## config.mk

```make
export PLATFORM = sky130hd
export DESIGN_NAME = lsb_first_bit_packer_top
export DESIGN_NICKNAME = d
export VERILOG_FILES = /design/src/rtl/core/lbp_pkg.sv /design/src/rtl/core/lbp_front.sv /design/src/rtl/core/lbp_queue.sv /design/src/rtl/core/lbp_back.sv /design/src/rtl/core/lsb_first_bit_packer_top.sv
export SDC_FILE = /design/constraint.sdc
export NUM_CORES = 1
export LEC_CHECK = 0
export ABC_CLOCK_PERIOD_IN_PS = 13740
export BUFFER_PORTS_ARGS = -buffer_cell sky130_fd_sc_hd__buf_2
export CAP_MARGIN = 20
export CORE_MARGIN = 2
export CORE_UTILIZATION = 55
export CTS_CLUSTER_DIAMETER = 40
export DETAILED_ROUTE_END_ITERATION = 7
export PLACE_DENSITY_LB_ADDON = 0.12
export SYNTH_ARGS = -nofsm -noshare
export SYNTH_HDL_FRONTEND = slang
export SYNTH_HIERARCHICAL = 1
export SYNTH_SLANG_ARGS = --single-unit
export TNS_END_PERCENT = 50
```

## constraint.sdc

```tcl
create_clock -name clk -period 13.74 [get_ports clk]
set_input_delay 2.061 -clock clk [delete_from_list [all_inputs] [get_ports clk]]
set_output_delay 2.061 -clock clk [all_outputs]
set_load 0.005 [all_outputs]
```

## src/rtl/core/lbp_pkg.sv

```systemverilog
package lbp_pkg;

  localparam int MAX_BYTES      = 4096;
  localparam int MAX_FIELD_BITS = 32;

  // Widest field the packer writes, and the largest buffer: MAX_BYTES, clipped to what the 13-bit register can name
  localparam int LIMIT_INT = (MAX_FIELD_BITS < 32) ? MAX_FIELD_BITS : 32;
  localparam int CAP_INT   = (MAX_BYTES > 8191) ? 8191 : MAX_BYTES;

  localparam logic [5:0]  LIMIT_BITS = LIMIT_INT[5:0];
  localparam logic [12:0] CAP_BYTES  = CAP_INT[12:0];
  localparam logic [12:0] RESET_BUFFER_BYTES = 13'd4096;

  localparam int Q_DEPTH = 2;

  typedef enum logic [1:0] {
    REQ_APPEND = 2'd0,
    REQ_PATCH  = 2'd1,
    REQ_ALIGN  = 2'd2
  } req_t;

  localparam logic STATUS_OK       = 1'b0;
  localparam logic STATUS_OVERFLOW = 1'b1;

  // One classified request: a window of up to five bytes starting at addr
  typedef struct packed {
    logic [11:0] addr;
    logic [39:0] data;
    logic [39:0] mask;
    logic        status;
    logic [15:0] pos;
    logic [12:0] bytes;
    logic [2:0]  count;
  } lbp_desc_t;

endpackage

```

## src/rtl/core/lbp_front.sv

```systemverilog
module lbp_front import lbp_pkg::*; (
  input  logic        clk,
  input  logic        rst,
  input  logic        in_valid,
  output logic        in_ready,
  input  logic [1:0]  req_type,
  input  logic [31:0] value,
  input  logic [5:0]  field_size,
  input  logic [15:0] bit_offset,
  input  logic        cfg_valid,
  output logic        cfg_ready,
  input  logic [12:0] cfg_data,
  input  logic        q_full,
  output logic        push,
  output lbp_desc_t   desc
);

  logic [12:0] buffer_bytes;
  logic [15:0] pos;
  logic [15:0] pos_next;

  req_t        req_kind;
  logic [5:0]  size_c;
  logic [12:0] cap;
  logic [15:0] cap_bits;
  logic [15:0] base;
  logic [16:0] end_sum;
  logic        over;
  logic [2:0]  shift;
  logic [32:0] smask_w;
  logic [31:0] smask;
  logic [39:0] win_mask;
  logic [39:0] win_data;
  logic [6:0]  nsum;
  logic [2:0]  nbytes;
  logic [2:0]  align_bit;
  logic        align_over;
  logic [7:0]  align_mask;
  logic [3:0]  align_step;
  logic [16:0] bw_sum;

  assign cfg_ready = 1'b1;
  assign in_ready  = !q_full;
  assign push      = in_valid && !q_full;

  always_comb begin
    req_kind = req_t'(req_type);
    size_c   = (field_size > LIMIT_BITS) ? LIMIT_BITS : field_size;
    cap      = (buffer_bytes > CAP_BYTES) ? CAP_BYTES : buffer_bytes;
    cap_bits = {cap, 3'b000};
    base     = (req_kind == REQ_APPEND) ? pos : bit_offset;
    end_sum  = {1'b0, base} + {11'b0, size_c};
    over     = end_sum > {1'b0, cap_bits};
    shift    = base[2:0];
    smask_w  = (33'd1 << size_c) - 33'd1;
    smask    = smask_w[31:0];
    win_mask = {8'b0, smask} << shift;
    win_data = {8'b0, value & smask} << shift;
    nsum     = {4'b0, shift} + {1'b0, size_c} + 7'd7;
    nbytes   = nsum[5:3];

    align_bit  = pos[2:0];
    align_over = pos[15:3] >= cap;
    align_mask = 8'hFF << align_bit;
    align_step = 4'd8 - {1'b0, align_bit};

    desc.addr   = '0;
    desc.data   = '0;
    desc.mask   = '0;
    desc.status = STATUS_OK;
    desc.count  = 3'd1;
    pos_next    = pos;

    case (req_kind)
      REQ_APPEND: begin
        if (size_c != 6'd0) begin
          if (over) begin
            desc.status = STATUS_OVERFLOW;
          end else begin
            desc.addr  = base[14:3];
            desc.data  = win_data;
            desc.mask  = win_mask;
            desc.count = nbytes;
            pos_next   = end_sum[15:0];
          end
        end
      end
      REQ_PATCH: begin
        // overflow wins over an empty patch
        if (over) begin
          desc.status = STATUS_OVERFLOW;
        end else if (size_c != 6'd0) begin
          desc.addr  = base[14:3];
          desc.data  = win_data;
          desc.mask  = win_mask;
          desc.count = nbytes;
        end
      end
      REQ_ALIGN: begin
        if (align_bit != 3'd0) begin
          if (align_over) begin
            desc.status = STATUS_OVERFLOW;
          end else begin
            desc.addr = pos[14:3];
            desc.mask = {32'b0, align_mask};
            pos_next  = pos + {12'b0, align_step};
          end
        end
      end
      default: ;
    endcase

    bw_sum     = {1'b0, pos_next} + 17'd7;
    desc.pos   = pos_next;
    desc.bytes = bw_sum[15:3];
  end

  always_ff @(posedge clk) begin
    if (rst) begin
      pos          <= '0;
      buffer_bytes <= RESET_BUFFER_BYTES;
    end else begin
      if (push) pos <= pos_next;
      if (cfg_valid) buffer_bytes <= cfg_data;
    end
  end

  a_pos_hold: assert property (@(posedge clk) disable iff (rst)
    !push |=> $stable(pos))
    else $error("bit position moved without a request");

endmodule

```

## src/rtl/core/lbp_queue.sv

```systemverilog
module lbp_queue import lbp_pkg::*; (
  input  logic      clk,
  input  logic      rst,
  input  logic      push,
  input  lbp_desc_t din,
  input  logic      pop,
  output lbp_desc_t dout,
  output logic      full,
  output logic      not_empty
);

  lbp_desc_t  entries [Q_DEPTH];
  logic       wr_ptr;
  logic       rd_ptr;
  logic [1:0] count;

  assign full      = (count == 2'(Q_DEPTH));
  assign not_empty = (count != 2'd0);
  assign dout      = entries[rd_ptr];

  always_ff @(posedge clk) begin
    if (rst) begin
      wr_ptr <= 1'b0;
      rd_ptr <= 1'b0;
      count  <= 2'd0;
    end else begin
      if (push) wr_ptr <= ~wr_ptr;
      if (pop)  rd_ptr <= ~rd_ptr;
      case ({push, pop})
        2'b10:   count <= count + 2'd1;
        2'b01:   count <= count - 2'd1;
        default: count <= count;
      endcase
    end
  end

  always_ff @(posedge clk) begin
    if (push) entries[wr_ptr] <= din;
  end

  a_no_overrun: assert property (@(posedge clk) disable iff (rst)
    full && !pop |=> count == 2'(Q_DEPTH))
    else $error("queue overrun");

  a_no_underrun: assert property (@(posedge clk) disable iff (rst)
    pop |-> not_empty)
    else $error("pop from empty queue");

endmodule

```

## src/rtl/core/lbp_back.sv

```systemverilog
module lbp_back import lbp_pkg::*; (
  input  logic        clk,
  input  logic        rst,
  input  logic        q_valid,
  input  lbp_desc_t   head,
  output logic        pop,
  output logic        out_valid,
  input  logic        out_ready,
  output logic [11:0] byte_address,
  output logic [7:0]  byte_data,
  output logic [7:0]  bit_mask,
  output logic        status,
  output logic [15:0] position_bits,
  output logic [12:0] bytes_written,
  output logic        last
);

  logic [2:0] idx;
  logic       load;
  logic       is_last;
  logic [7:0] sel_data;
  logic [7:0] sel_mask;

  assign load    = q_valid && (!out_valid || out_ready);
  assign is_last = (idx == head.count - 3'd1);
  assign pop     = load && is_last;

  always_comb begin
    case (idx)
      3'd0:    begin sel_data = head.data[7:0];   sel_mask = head.mask[7:0];   end
      3'd1:    begin sel_data = head.data[15:8];  sel_mask = head.mask[15:8];  end
      3'd2:    begin sel_data = head.data[23:16]; sel_mask = head.mask[23:16]; end
      3'd3:    begin sel_data = head.data[31:24]; sel_mask = head.mask[31:24]; end
      3'd4:    begin sel_data = head.data[39:32]; sel_mask = head.mask[39:32]; end
      default: begin sel_data = 8'd0;             sel_mask = 8'd0;             end
    endcase
  end

  always_ff @(posedge clk) begin
    if (rst) begin
      out_valid <= 1'b0;
      idx       <= 3'd0;
    end else if (load) begin
      out_valid <= 1'b1;
      idx       <= is_last ? 3'd0 : idx + 3'd1;
    end else if (out_ready) begin
      out_valid <= 1'b0;
    end
  end

  always_ff @(posedge clk) begin
    if (load) begin
      byte_address  <= head.addr + {9'b0, idx};
      byte_data     <= sel_data;
      bit_mask      <= sel_mask;
      status        <= head.status;
      position_bits <= head.pos;
      bytes_written <= head.bytes;
      last          <= is_last;
    end
  end

  a_idx_range: assert property (@(posedge clk) disable iff (rst)
    q_valid |-> (head.count != 3'd0) && (idx < head.count))
    else $error("byte index past request length");

  a_overflow_empty: assert property (@(posedge clk) disable iff (rst)
    out_valid && (status == STATUS_OVERFLOW) |-> (bit_mask == 8'd0) && last)
    else $error("overflow result carries a write");

endmodule

```

## src/rtl/core/lsb_first_bit_packer_top.sv

```systemverilog
// Path: a taken request is written into the queue, and its byte writes then leave the output register.
// Throughput: one request per cycle into a two-entry queue while it is not full; the output stage
// emits one masked byte write per cycle while out_ready is high, so a request holds it for 1 to 5 writes.
// Sustained rate is set by the output stage: the number of bytes each request touches.
// Reset: bit position 0, buffer_bytes 4096, queue and output register empty.
module lsb_first_bit_packer_top import lbp_pkg::*; (
  input  logic        clk,
  input  logic        rst,
  input  logic        in_valid,
  output logic        in_ready,
  input  logic [1:0]  req_type,
  input  logic [31:0] value,
  input  logic [5:0]  field_size,
  input  logic [15:0] bit_offset,
  input  logic        cfg_valid,
  output logic        cfg_ready,
  input  logic [12:0] cfg_data,
  output logic        out_valid,
  input  logic        out_ready,
  output logic [11:0] byte_address,
  output logic [7:0]  byte_data,
  output logic [7:0]  bit_mask,
  output logic        status,
  output logic [15:0] position_bits,
  output logic [12:0] bytes_written,
  output logic        last
);

  lbp_desc_t push_desc;
  lbp_desc_t head;
  logic      push;
  logic      pop;
  logic      q_full;
  logic      q_valid;

  lbp_front u_front (
    .clk         (clk),
    .rst         (rst),
    .in_valid    (in_valid),
    .in_ready    (in_ready),
    .req_type    (req_type),
    .value       (value),
    .field_size  (field_size),
    .bit_offset  (bit_offset),
    .cfg_valid   (cfg_valid),
    .cfg_ready   (cfg_ready),
    .cfg_data    (cfg_data),
    .q_full      (q_full),
    .push        (push),
    .desc        (push_desc)
  );

  lbp_queue u_queue (
    .clk       (clk),
    .rst       (rst),
    .push      (push),
    .din       (push_desc),
    .pop       (pop),
    .dout      (head),
    .full      (q_full),
    .not_empty (q_valid)
  );

  lbp_back u_back (
    .clk           (clk),
    .rst           (rst),
    .q_valid       (q_valid),
    .head          (head),
    .pop           (pop),
    .out_valid     (out_valid),
    .out_ready     (out_ready),
    .byte_address  (byte_address),
    .byte_data     (byte_data),
    .bit_mask      (bit_mask),
    .status        (status),
    .position_bits (position_bits),
    .bytes_written (bytes_written),
    .last          (last)
  );

endmodule

```

# Yosys cells after proc, flatten, opt, wreduce, memory -nomap -nowiden
# Memories as Yosys holds them, arrays and structs flattened. A register that Yosys moved wholly into a read port is not among the register bits.
# Index checks and enable logic that the tools add are counted.
[word_totals]
n_memories = 1
register_bits = 96
ram_bits = 250
word_cells = 97
rom_bits = 0
input_bits = 74
output_inout_bits = 62
latchBits = 0
[classes]
magnitude_cmp = 4
eq_ne = 10
add_sub_neg = 12
shift = 4
muxes = 36
n_mul = 0
n_bitwise = 3
div_mod_pow = 0
n_reduce_logical = 13
[mem_list]
columns = ["memory", "words", "width", "read_ports", "rd_clocked_by_memory_dff", "wr", "line_no", "source"]
rows = [
  ["u_queue.entries", 2, 125, 1, 1, 1, "lbp_queue.sv:12", "lbp_desc_t entries [Q_DEPTH];"],
]
[op_table]
columns = ["op", "n"]
rows = [
  ["$mux W92", 3],
  ["$pmux W41 S3", 1],
  ["$mux W93", 1],
  ["$mux W16", 5],
  ["$pmux W40 S2", 1],
  ["$pmux W8 S5", 2],
  ["$shl A32 B3 Y40", 2],
  ["$pmux W12 S3", 1],
  ["$and A32 B32 Y32", 1],
  ["$pmux W16 S2", 1],
  ["$shl A1 B6 Y32 const A", 1],
  ["$sub A32 B1 Y32 const B", 1],
  ["$mux W12", 2],
  ["$add A16 B6 Y17", 1],
  ["$gt A17 B16 Y1", 1],
  ["$add A16 B3 Y16 const B", 1],
  ["$add A16 B4 Y16", 1],
  ["$mux W3", 5],
  ["$ge A13 B13 Y1", 1],
  ["$gt A13 B13 Y1 const B", 1],
  ["$mux W13", 1],
  ["$add A12 B3 Y12", 1],
  ["$mux W9", 1],
  ["$mux W1", 8],
  ["28 further kinds", 38],
]

# Depth between registers and ports, before layout
# Gate-level depths: netlist of run 1.
[depth]
word_depth = 9
ltp_mapped = 30

# Hierarchy
# The synthesis of run 1 kept the hierarchy.
[by_module_without_submodules]
columns = ["module", "area_per_inst_um2", "cells_per_inst", "seq_area_each_um2", "n_inst"]
rows = [
  ["lbp_queue", 9424.0, 411, 7607.3, 1],
  ["lbp_front", 7265.7, 1120, 580.6, 1],
  ["lbp_back", 2812.7, 193, 1851.8, 1],
]

# Least setup slack after synthesis of run 1
# OpenSTA, ideal clock, no wires.
[synth_path]
path_type = "input to register"
start = "in in_valid"
end = "mem u_queue/entries[0][0] (netlist name) (enable)"
setup_time_ps = 611
t_required_ps = 13129
cell_stages = 5
arrival_time_ps = 7944
setup_slack_ps = 5185
path_buffers = 1
cell_sequence = "nand2_1 -> clkinv_1 -> clkbuf_1 -> inv_1 -> nor2_1"
[synth_between]
elab_chain_len = 3
[synth_lines]
columns = ["element", "line_no", "source"]
rows = [
  ["start, declared", "lsb_first_bit_packer_top.sv:9", "input logic in_valid,"],
  ["$logic_and A1 B1 Y1", "lbp_front.sv:44", "assign push = in_valid && !q_full;"],
  ["named net push", "lsb_first_bit_packer_top.sv:31", "logic push;"],
  ["$mux W1", "lbp_queue.sv:38", "if (push) entries[wr_ptr] <= din;"],
  ["$mux W1 (implied by the code)", "lbp_queue.sv:38", ""],
  ["end, declared", "lbp_queue.sv:12", ""],
]
# The timed path passes the listed nets, and every way through them passes these cells.

==> results_dict.tcl, run 1 <==
set metrics [dict create \
    status "finished clean" \
    routed_wl_um 51700 \
    tightestPinTransition_ps 1140 \
    dr.pass1.iters 7 \
    core_area_um2 34700 \
    synth_xor_area_frac 0.0285 \
    clock-root-buffer "clkbuf_16" \
    drt_drc_violations_left 0 \
    cts.sinks 347 \
    grt_pass1_vias 13100 \
    crit_path_end_kind "register" \
    post-cts-setup-buffers 0 \
    nNetsFinal 1938 \
    die_w_um 192 \
    irDropWorstVdd_uv 206 \
    fmax_ghz 0.112 \
    period_needed_ps 8920 \
    cts.path.max_buffers 3 \
    worstSetupStartpointType "input pin" \
    syn_avg_cell_area_um2 11.3 \
    cts_tree "built" \
    arrival_ps 9210 \
    synth_edf_count 309 \
    drtIter0Drc 1549 \
    ys_ff_latch 347 \
    antenna_left 0 \
    required_ps 14030 \
    crit_fanout 70 \
    finalMaxSlewViolations 0 \
    crit_type "in2reg" \
    insertion_delay_ps 570 \
    dp_hpwl_um 36700 \
    synth-adder-area-share 0.0380 \
    hold_path_class "reg2reg" \
    synth_cell_types 108 \
    fillers 2790 \
    path_common_cell "nor2_1" \
    hold_buffers 0 \
    whs_path_depth 2 \
    rows 68 \
    grt_pass1_wl_um 78300 \
    cts-resized-gates 0 \
    mostFrequentLayoutCells "edfxtp_1, nor2_1, nand2_1, buf_2, a21oi_1" \
    start_util 0.562 \
    ys_warn_count 6 \
    muxShareOfSynthArea 0.115 \
    vias_per_cell 6.18 \
    die_area_um2 37000 \
    layout-drive-gt1-share 0.226 \
    synth_area_um2 19500 \
    relSlewSlack 0.235 \
    power_density_nw_per_um2 177 \
    grt-ovfl-total 0 \
    place.gp.congestion 0.940 \
    postSynthCellCount 1724 \
    r2r_setup_slack_ps 6460 \
    track_usage 0.281 \
    seq_area_frac_synth 0.515 \
    clock_skew_ps 24.9 \
    power.leakage_nw 8.13 \
    vias 14200 \
    finalSetupTns_ps 0 \
    htreeDepth 2 \
    synthSimpleGateAreaFrac 0.127 \
    async_flop_share 0 \
    finalHoldViolations 0 \
    io_pins 136 \
    synth-compound-area-share 0.138 \
    cts_inserted_buffers 45 \
    diodes 0 \
    rsz0062_at_grt "no" \
    antenna_found_initial 0 \
    preCtsSetupSlack_ps 4480 \
    fin_ws_ps 4820 \
    final_common_cell "edfxtp_1" \
    cts.clk_slew.worst_paths_ps 60 \
    fin_crit_sh 0.649 \
    area_growth_pct 12.0 \
    portBuffers 134 \
    setup_violations 0 \
    die_h_um 192 \
    maxCapViolCount 0 \
    grt_max_degree 71 \
    ys.flop_type "edfxtp_1" \
    crit_slowest_cell "nor2_1" \
    slowest_delay_ps 770 \
    post_drt_wl_per_cell_um 22.5 \
    worstPathCellList "buf_2 > nor2_1 > a21boi_4 > buf_4 > inv_2 > buf_4 > ha_1 > inv_1 > fa_1 > inv_1 > a31oi_2 > a211o_1 > nor3_1 > nor2_1 > ha_1 > a2111oi_0 > nand3_1 > a21oi_2 > nand2_1 > mux2_2 > o31ai_2 > nor2_1 > xor2_1" \
    synth_top_family_by_area "compound AO/OA/AOI/OAI gates" \
    rr_worst_depth 19 \
]
-- kinds of logic after synthesis --
group                    Yosys count
buffers and inverters            163
flip-flops                       347
multiplexers                     188
XOR/XNOR                          60
adder cells (fa/ha/maj)           58
AO/OA/AOI/OAI                    390
AND/OR/NAND/NOR                  516
other                              2
-- worst max-delay path, delay by kind of cell --
family,cells,cell delay (ps)
AOI/OAI and AO/OA,6,2440
and+or+nand+nor,6,1750
buffers and inverters,6,1330
adders and majority gates,3,960
muxes,1,440
xor gates and xnor gates,1,180
-- flip-flops by register name, summed over array words and instances (netlist names), named ones only --
| signal | flops |
|---|---|
| u_back/position_bits | 16 |
| u_back/bit_mask | 8 |
| u_front/pos | 16 |
| u_back/out_valid | 1 |
| u_back/bytes_written | 13 |
| u_front/buffer_bytes | 13 |
| u_back/last | 1 |
| u_queue/entries | 250 |
| u_back/byte_data | 8 |
| u_queue/count | 2 |
| u_back/idx | 3 |
| u_back/byte_address | 12 |
| u_queue/wr_ptr | 1 |
| u_back/status | 1 |
| u_queue/rd_ptr | 1 |
-- stage by stage --
| stage | area, um^2 | util | instances | hold slack, ps | power (mW) |
|---|---|---|---|---|---|
| 2_1_floorplan | 19500 | - | 1725 | 452 | 2.39 |
| 3_3_place_gp | 20400 | 0.586 | 2214 | 473 | 2.72 |
| 3_5_place_dp | 20400 | 0.586 | 2214 | 484 | 2.74 |
| 4_1_cts | 21800 | 0.629 | 2296 | 500 | 3.89 |
| 5_1_grt | 21800 | 0.629 | 2296 | 519 | 4.06 |
| 6_report | 21800 | 0.629 | 2296 | 492 | 3.87 |
-- cell usage after synthesis, types with 7 or more instances --
master	instances	area, um^2
o22ai_1	9	56.3
and3_1	10	62.6
nand2b_1	22	138
buf_6	9	101
ha_1	56	701
a22oi_1	9	67.6
nor2_1	164	616
mux2_4	50	751
o211ai_1	11	82.6
a22o_1	8	70.1
and2_1	7	43.8
nand4_1	13	81.3
xnor2_1	29	254
a21o_1	8	60.1
a31oi_1	32	200
xor2_1	28	245
nor2b_1	11	68.8
dfxtp_1	38	761
nand2_1	161	604
mux2i_1	54	541
a222oi_1	16	160
inv_1	40	150
a211oi_1	30	225
or3_1	8	50.1
nand3_1	40	200
mux2_2	83	935
clkbuf_1	68	255
edfxtp_1	309	9280
buf_2	14	70.1
a21oi_1	96	480
nor3_1	32	160
o21ai_0	79	395
a32oi_1	12	105
buf_1	20	75.1
-- worst paths after layout --
check | start | endpoint
max | req_type[0] | u_queue/entries[1][8]
min | u_front/buffer_bytes[9] | u_front/buffer_bytes[9]
max reg2reg | u_front/pos[1] | u_queue/entries[1][8]
min reg2reg | u_front/buffer_bytes[9] | u_front/buffer_bytes[9]
-- power breakdown --
group | leakage [nW] | internal (mW) | switching, mW
clock | 0.713 | 0.674 | 0.461
combinational | 4.15 | 0.456 | 0.699
sequential | 3.28 | 1.49 | 0.0870
total | 8.13 | 2.62 | 1.25
-- final cells by class --
class                   count  area, um^2  area share
multi-input cells        1215        8770       0.401
clock inverters            31         334      0.0153
inverters                  45         169     0.00774
flip-flops and latches    347       10000       0.460
well taps                 455         569      0.0261
clock buffers              51        1150      0.0526
repair buffers            152         806      0.0369
-- metal layers --
| metal | wire length (um) | track usage |
|---|---|---|
| met4 | 936 | 0.0719 |
| met2 | 21500 | 0.390 |
| met5 | 0 | 0 |
| met1 | 24400 | 0.447 |
| met3 | 4910 | 0.0553 |
Power figures use the tool's default switching activity.
==> inputs of run 2 (changes only) <==
--- a/config.mk
+++ b/config.mk
@@ -5,7 +5,7 @@
 export SDC_FILE = /design/constraint.sdc
 export NUM_CORES = 1
 export LEC_CHECK = 0
-export ABC_CLOCK_PERIOD_IN_PS = 13740
+export ABC_CLOCK_PERIOD_IN_PS = 7300
 export BUFFER_PORTS_ARGS = -buffer_cell sky130_fd_sc_hd__buf_2
 export CAP_MARGIN = 20
 export CORE_MARGIN = 2
==> constraint.sdc (replaced) <==
create_clock -name clk -period 7.3 [get_ports clk]
set_input_delay 1.095 -clock clk [delete_from_list [all_inputs] [get_ports clk]]
set_output_delay 1.095 -clock clk [all_outputs]
set_load 0.005 [all_outputs]
==> results_dict.tcl, run 2 (same netlist as run 1, synthesis figures left out) <==
set metrics [dict create \
    finalHoldViolations 0 \
    final_common_cell "edfxtp_1" \
    power_density_nw_per_um2 342 \
    grt-ovfl-total 0 \
    regMostFlops "u_queue/entries" \
    area_growth_pct 13.2 \
    io_pins 136 \
    drt_drc_violations_left 0 \
    cts.clk_slew.worst_paths_ps 60 \
    die_w_um 192 \
    tightestPinTransition_ps 1060 \
    post-cts-setup-buffers 0 \
    mostFrequentLayoutCells "edfxtp_1, nor2_1, nand2_1, buf_2, a21oi_1" \
    fin_crit_sh 0.910 \
    grt_pass1_wl_um 80000 \
    routed_wl_um 52400 \
    antenna_left 0 \
    place.gp.congestion 0.963 \
    cts_inserted_buffers 48 \
    arrival_ps 6950 \
    grtUsageMet3 0.0516 \
    hold_buffers 0 \
    clock_skew_ps 26.3 \
    total_power_mw 7.56 \
    hold_path_class "reg2reg" \
    drtIter0Drc 1714 \
    cts.sinks 347 \
    relSlewSlack 0.291 \
    finalSetupTns_ps 0 \
    start_util 0.562 \
    crit_path_end_kind "register" \
    cts.path.max_buffers 3 \
    die_h_um 192 \
    grt_pass1_vias 13400 \
    finalMaxSlewViolations 0 \
    die_area_um2 37000 \
    fin_ws_ps 660 \
    maxCapViolCount 0 \
    design_area_um2 22100 \
    nNetsFinal 1948 \
    setup_violations 0 \
    timing.hold.ws_ps 490 \
    dr.pass1.iters 6 \
    fmax_ghz 0.151 \
    final_cells 2308 \
    antenna_found_initial 2 \
    vias 14300 \
    grt_max_degree 94 \
    dpl.cell_count 2221 \
    dp_hpwl_um 36400 \
    irDropWorstVdd_uv 393 \
    status "finished clean" \
    cts-resized-gates 0 \
    core_area_um2 34700 \
    required_ps 7610 \
    portBuffers 134 \
    diodes 0 \
    rsz0062_at_grt "no" \
    htreeDepth 2 \
    layout-drive-gt1-share 0.231 \
    post_drt_wl_per_cell_um 22.7 \
    preCtsSetupSlack_ps 127 \
    biggestRegsByFlops "u_queue/entries x250, u_back/position_bits x16, u_front/pos x16" \
    period_needed_ps 6640 \
    track_usage 0.287 \
    crit_fanout 19 \
    rows 68 \
    crit_type "in2reg" \
    grt.busiest_layer "met1" \
    cts_tree "built" \
    vias_per_cell 6.19 \
    clock-root-buffer "clkbuf_16" \
    worstSetupStartpointType "input pin" \
    final_core_util 0.636 \
    grtUsageMet2 0.401 \
    power.leakage_nw 8.26 \
    dpl-instance-area_um2 20400 \
    use_met1 0.456 \
    largest_reg_flops 250 \
    insertion_delay_ps 590 \
]
run 2: layer usage:
metal,part of all wire,up-vias
met5,0,-
met4,0.017,0
met3,0.090,56
met2,0.42,637
met1,0.47,6920
li1,-,6666
run 2: layout make-up:
class,count,area [um^2]
fillers,2763,12600
flip-flops and latches,347,10000
multi-input cells,1215,8770
clock buffers,55,1240
repair buffers,159,883
well taps,455,569
clock inverters,32,407
inverters,45,169
run 2: worst paths after layout:
check                                                to  cells past startpoint  slack [ps]                    start
worst max-delay path             u_queue/entries[0][15]                     22         660              req_type[0]
worst min register to register  u_front/buffer_bytes[4]                      2         490  u_front/buffer_bytes[4]
worst max register to register   u_queue/entries[0][15]                     19        1550           u_front/pos[1]
worst min-delay path            u_front/buffer_bytes[4]                      2         490  u_front/buffer_bytes[4]
run 2: power breakdown:
| part | leakage [nW] | internal, mW | total [mW] | switching (mW) |
|---|---|---|---|---|
| clock | 0.796 | 1.48 | 2.38 | 0.900 |
| combinational | 4.19 | 0.867 | 2.18 | 1.32 |
| sequential | 3.28 | 2.81 | 2.99 | 0.186 |
run 2: critical path: stages:
cell and delay [ps]:
buf_2 200, nor2_1 810, a21boi_4 120, inv_2 90, ha_1 160, inv_1 50, fa_1 350, inv_1 100
a31oi_2 170, a211o_1 430, nor3_1 280, nor2_1 80, ha_1 300, a2111oi_0 420, nand3_1 200, a21oi_2 420
buf_4 250, nand4_1 100, and4_1 390, o31ai_2 580, nor4_2 120, xor2_1 180
